**config.mk**
```make
export PLATFORM = sky130hd
export DESIGN_NAME = rsnh_mul
export DESIGN_NICKNAME = d
export VERILOG_FILES = /design/src/hw/rtl/ray_segment_nearest_hit_defines.svh /design/src/hw/rtl/rsnh_pkg.sv /design/src/hw/rtl/rsnh_mul.sv
export SDC_FILE = /design/constraint.sdc
export NUM_CORES = 2
export LEC_CHECK = 0
export ABC_AREA = 0
export ABC_CLOCK_PERIOD_IN_PS = 14750
export BUFFER_PORTS_ARGS = -buffer_cell sky130_fd_sc_hd__buf_2
export CORE_UTILIZATION = 50
export CTS_BUF_LIST = sky130_fd_sc_hd__clkbuf_8
export CTS_CLUSTER_SIZE = 14
export DETAILED_ROUTE_END_ITERATION = 6
export PLACE_DENSITY = 0.68
export SETUP_SLACK_MARGIN = 0.1
export SYNTH_ARGS = -nofsm -noshare
export SYNTH_HDL_FRONTEND = slang
export SYNTH_SLANG_ARGS = --single-unit
```
**constraint.sdc**
```tcl
create_clock -name clk -period 14.75 [get_ports clk]
set_input_delay 0.7375 -clock clk [delete_from_list [all_inputs] [get_ports clk]]
set_output_delay 0.7375 -clock clk [all_outputs]
set_load 0.05 [all_outputs]
```
**src/hw/rtl/ray_segment_nearest_hit_defines.svh**
```systemverilog
// assertion macros shared by the ray segment hit block
`ifndef RAY_SEGMENT_NEAREST_HIT_DEFINES_SVH
`define RAY_SEGMENT_NEAREST_HIT_DEFINES_SVH

`ifndef ASSERT_OFF

// same-cycle implication
`define RSNH_ASSERT_IMP(lbl, clk, rst_n, ante, cons) \
	lbl: assert property (@(posedge clk) disable iff (!rst_n) (ante) |-> (cons)) \
		else $error("rsnh assertion failed");

// next-cycle implication
`define RSNH_ASSERT_NXT(lbl, clk, rst_n, ante, cons) \
	lbl: assert property (@(posedge clk) disable iff (!rst_n) (ante) |=> (cons)) \
		else $error("rsnh assertion failed");

`else

`define RSNH_ASSERT_IMP(lbl, clk, rst_n, ante, cons)
`define RSNH_ASSERT_NXT(lbl, clk, rst_n, ante, cons)

`endif

`endif

```
**src/hw/rtl/rsnh_pkg.sv**
```systemverilog
`timescale 1ns / 1ps

package rsnh_pkg;

	// field widths
	localparam int COORD_W   = 32;
	localparam int DIR_W     = 16;
	localparam int CFG_IDX_W = 2;

	// datapath widths
	localparam int DIFF_W  = COORD_W + 1;           // coordinate differences
	localparam int MUL_W   = DIFF_W + 1;            // shared multiplier operand
	localparam int PROD_W  = 2 * MUL_W;             // shared multiplier product
	localparam int DEN_W   = DIFF_W + DIR_W + 1;    // den and n numerator
	localparam int MNUM_W  = 2 * DIFF_W + 1;        // m numerator, signed
	localparam int MABS_W  = MNUM_W - 1;            // m numerator magnitude
	localparam int MHALF_W = (MABS_W + 1) / 2;      // one half of the magnitude
	localparam int SCL_W   = MABS_W + DIR_W + 1;    // m numerator times |dir|
	localparam int QUOT_W  = 32;
	localparam int QCNT_W  = $clog2(QUOT_W);
	localparam int STEP_W  = 3;

	// multiply phase steps; the product of one step is taken up in the next
	localparam logic [STEP_W-1:0] MS_EX_DY = STEP_W'(0);
	localparam logic [STEP_W-1:0] MS_EY_DX = STEP_W'(1);
	localparam logic [STEP_W-1:0] MS_QX_DY = STEP_W'(2);
	localparam logic [STEP_W-1:0] MS_QY_DX = STEP_W'(3);
	localparam logic [STEP_W-1:0] MS_QX_EY = STEP_W'(4);
	localparam logic [STEP_W-1:0] MS_QY_EX = STEP_W'(5);
	localparam logic [STEP_W-1:0] MS_LAST  = STEP_W'(6);

	// scale phase steps
	localparam logic [STEP_W-1:0] SS_LO  = STEP_W'(0);
	localparam logic [STEP_W-1:0] SS_HI  = STEP_W'(1);
	localparam logic [STEP_W-1:0] SS_SUM = STEP_W'(2);
	localparam logic [STEP_W-1:0] SS_GO  = STEP_W'(3);

	typedef enum logic [CFG_IDX_W-1:0] {
		CFG_ORIGIN_X,
		CFG_ORIGIN_Y,
		CFG_DIR_X,
		CFG_DIR_Y
	} cfg_idx_t;

	typedef enum logic [2:0] {
		ST_IDLE,
		ST_MUL,
		ST_CHK,
		ST_SCALE,
		ST_DIV,
		ST_UPD,
		ST_EMIT
	} state_t;

	typedef struct packed {
		logic signed [COORD_W-1:0] seg_ax;
		logic signed [COORD_W-1:0] seg_ay;
		logic signed [COORD_W-1:0] seg_bx;
		logic signed [COORD_W-1:0] seg_by;
		logic                      last;
	} seg_t;

	typedef struct packed {
		logic                      hit;
		logic signed [COORD_W-1:0] hit_x;
		logic signed [COORD_W-1:0] hit_y;
	} res_t;

	typedef struct packed {
		logic start;
	} div_ctrl_t;

	typedef struct packed {
		logic busy;
		logic done;
	} div_stat_t;

endpackage

```
**src/hw/rtl/rsnh_mul.sv**
```systemverilog
`timescale 1ns / 1ps

module rsnh_mul (
	input  logic                                 clk,
	input  logic signed [rsnh_pkg::MUL_W-1:0]    a,
	input  logic signed [rsnh_pkg::MUL_W-1:0]    b,
	output logic signed [rsnh_pkg::PROD_W-1:0]   prod
);
	import rsnh_pkg::*;

	// signed product, registered
	always_ff @(posedge clk) begin
		prod <= a * b;
	end

endmodule

```
==> out/qor.txt <==
outcome -> finished, final reports clean
Rel. slew slack -> 0.265
crit path DAT -> 9.12 ns
global-route wire length before repair -> 187000 µm
max-slew violations -> 0
post-place instance area -> 0.0444 mm²
area occupied by multi-input gates -> 0.0361 mm²
Die Width -> 295 µm
# IOs -> 137
Post-Synth Simple-Gate Area -> 0.154
Largest register FFs -> 68
final std cell area, no fill -> 0.0446 mm²
CTS tree -> yes
Worst path max stage delay -> 1.30 ns
CP max stage cell -> fa_1
fillers -> 7929
EDFF count, synth -> 0
row cnt -> 107
fin crit period -> 8.70 ns
DR WL/cell -> 20.2 µm
vias in the first global route -> 33083
min-delay worst type -> input port to register
cell family with most CP delay -> adder cells
final setup TNS -> 0 ns
Synth Area in Adders -> 0.637
CP most frequent cell -> fa_1
Finished Core Util -> 0.524
fin crit share -> 0.590
Req. time, crit path -> 15.17 ns
hold buffer count at CTS -> 0
1st-pass router iterations -> 7
MaxCap Viol Count -> 0
routed vias/inst -> 5.28
Post-synth ARST share -> 0
endpoint kind of the worst setup timing path -> register
largest register by flop count -> prod
main combinational cell family by area after synthesis -> adder cells
XOR/XNOR Fraction of Synth Area -> 0.0161
placer congestion estimate -> 0.920
fmax -> 115 MHz
Post-DP HPWL -> 87500 µm
post-cts resize count -> 0
final setup fails -> 0
commonest non-fill, non-tap cell in the layout -> fa_1
grt ovf -> 0
ANT nets after route -> 0
Total GRT Usage -> 0.283
number of antenna violations at the first check in global routing -> 10
Fin. Hold Viols -> 0
synthesized instance count -> 4554
Synth-to-Final Area Change -> 3.75%
Worst-path clk slew -> 0.09 ns
most frequent cells in the layout -> 1241 x fa_1, 1233 x inv_1, 621 x and2_1
largest net degree at the start of global routing -> 35
Crit Path Max Fanout -> 34
Compound-Gate Fraction of Synth Area -> 0.0335
critical setup path kind -> input port to register
setup slack after layout -> 6.05 ns
RSZ-0062 raised after global routing -> no
Setup WS pre-CTS -> 5.63 ns
Syn Nets -> 6068
Die Y -> 295 µm
layout cells sized above 1 -> 0.0453
CTS buffer count -> 9
largest registers -> prod x68
core area -> 0.0851 mm²
Setup Buffers After CTS -> 0
initial DRC count -> 1593
Synth cell types -> 69
Seq cells post-synth -> 68
WL final -> 114000 µm
H-tree levels -> 3
vias -> 29806
post-detailed-route DRC marker count -> 0
crit path buf inv count -> 4
Root Buffer -> clkbuf_8
Layout Nets -> 6009
Syn Area/Cell -> 9.45 µm²
Synth Flop Type -> dfxtp_1
Netlist Area Pre-Place -> 0.0430 mm²
Slew @ Worst Pin -> 1.10 ns
input/output buffers -> 136
number of synthesis warnings -> 0
post-synthesis sequential area ratio -> 0.0316
Startpoint Class -> input port
die area -> 0.0872 mm²
register area -> 0.00136 mm²
multiplexer share of the synthesized area -> 0
clock buffer depth -> 2
Starting Density -> 0.505
crit-path cells -> buf_2 -> nand2_1 -> inv_1 -> fa_1 -> fa_1 -> fa_1 -> fa_1 -> inv_1 -> fa_1 -> fa_1 -> fa_1 -> fa_1 -> inv_1 -> ha_1 -> nand3_1 -> or2_2 -> nor2_1 -> a221oi_1 -> o21ai_0 -> a31oi_2 -> nor2_2 -> o41ai_2 -> xnor2_1
Sink Count -> 68
area by class of cell:
type,instances,share of cell area
multi-input cells,3026,0.810
inverters,1232,0.104
well taps,1144,0.0321
flip-flops and latches,68,0.0305
repair buffers,158,0.0189
clock buffers,11,0.00339
clock inverters,5,0.00171
diodes,3,0.000168
per-stage QoR:
step | hold slack [ns] | instances
2_1_floorplan | 0.865 | 4554
5_1_grt | 0.867 | 5647
6_report | 0.865 | 5647
3_5_place_dp | 1.21 | 5628
3_3_place_gp | 1.21 | 5628
4_1_cts | 0.823 | 5644
metal layers:
| layer | up-vias | routed length, µm | track usage |
|---|---|---|---|
| met2 | 1106 | 55000 | 0.468 |
| li1 | 12663 | - | - |
| met5 | - | 43 | 0 |
| met4 | 8 | 3950 | 0.0960 |
| met3 | 211 | 8270 | 0.0416 |
| met1 | 15818 | 46600 | 0.384 |
Yosys cell counts, drive strengths merged, types with 3 or more instances:
library cell / number / area share
fa: 1241 / 0.58
inv: 1231 / 0.11
and2: 623 / 0.091
nand2: 542 / 0.047
clkbuf: 217 / 0.019
ha: 204 / 0.059
dfxtp: 68 / 0.032
a21oi: 63 / 0.0075
nor2: 56 / 0.0050
xnor2: 56 / 0.011
o21ai: 41 / 0.0052
a21o: 37 / 0.0065
xor2: 23 / 0.0047
nand2b: 20 / 0.0029
o21bai: 12 / 0.0021
nand3: 11 / 0.0013
nand4: 11 / 0.0016
a31oi: 10 / 0.0021
buf: 9 / 0.0014
nor2b: 9 / 0.0013
and3: 8 / 0.0013
a211oi: 7 / 0.0013
o41ai: 6 / 0.0017
nor3: 5 / 0.00058
a221oi: 4 / 0.00096
o21a: 4 / 0.00070
or2: 4 / 0.00058
a211o: 3 / 0.00064
o211ai: 3 / 0.00052
logic make-up (layout without fill, tap and decap cells):
logic type	Yosys count	count (layout)
DFF	68	68
AOI/OAI and AO/OA	206	206
and+or+nand+nor	1296	1296
other	0	3
xor gates and xnor gates	79	79
adders and majority gates	1445	1445
buffers and inverters	1460	1406
path summary, 6_finish.rpt:
path | from | endpoint | slack, ns | depth (start not counted)
max | a[33] | prod[65] | 6.05 | 23
min | b[0] | prod[0] | 0.86 | 3
Power is not shown: default switching activity piles up to over one toggle a cycle in this logic, so the estimate is an artifact.
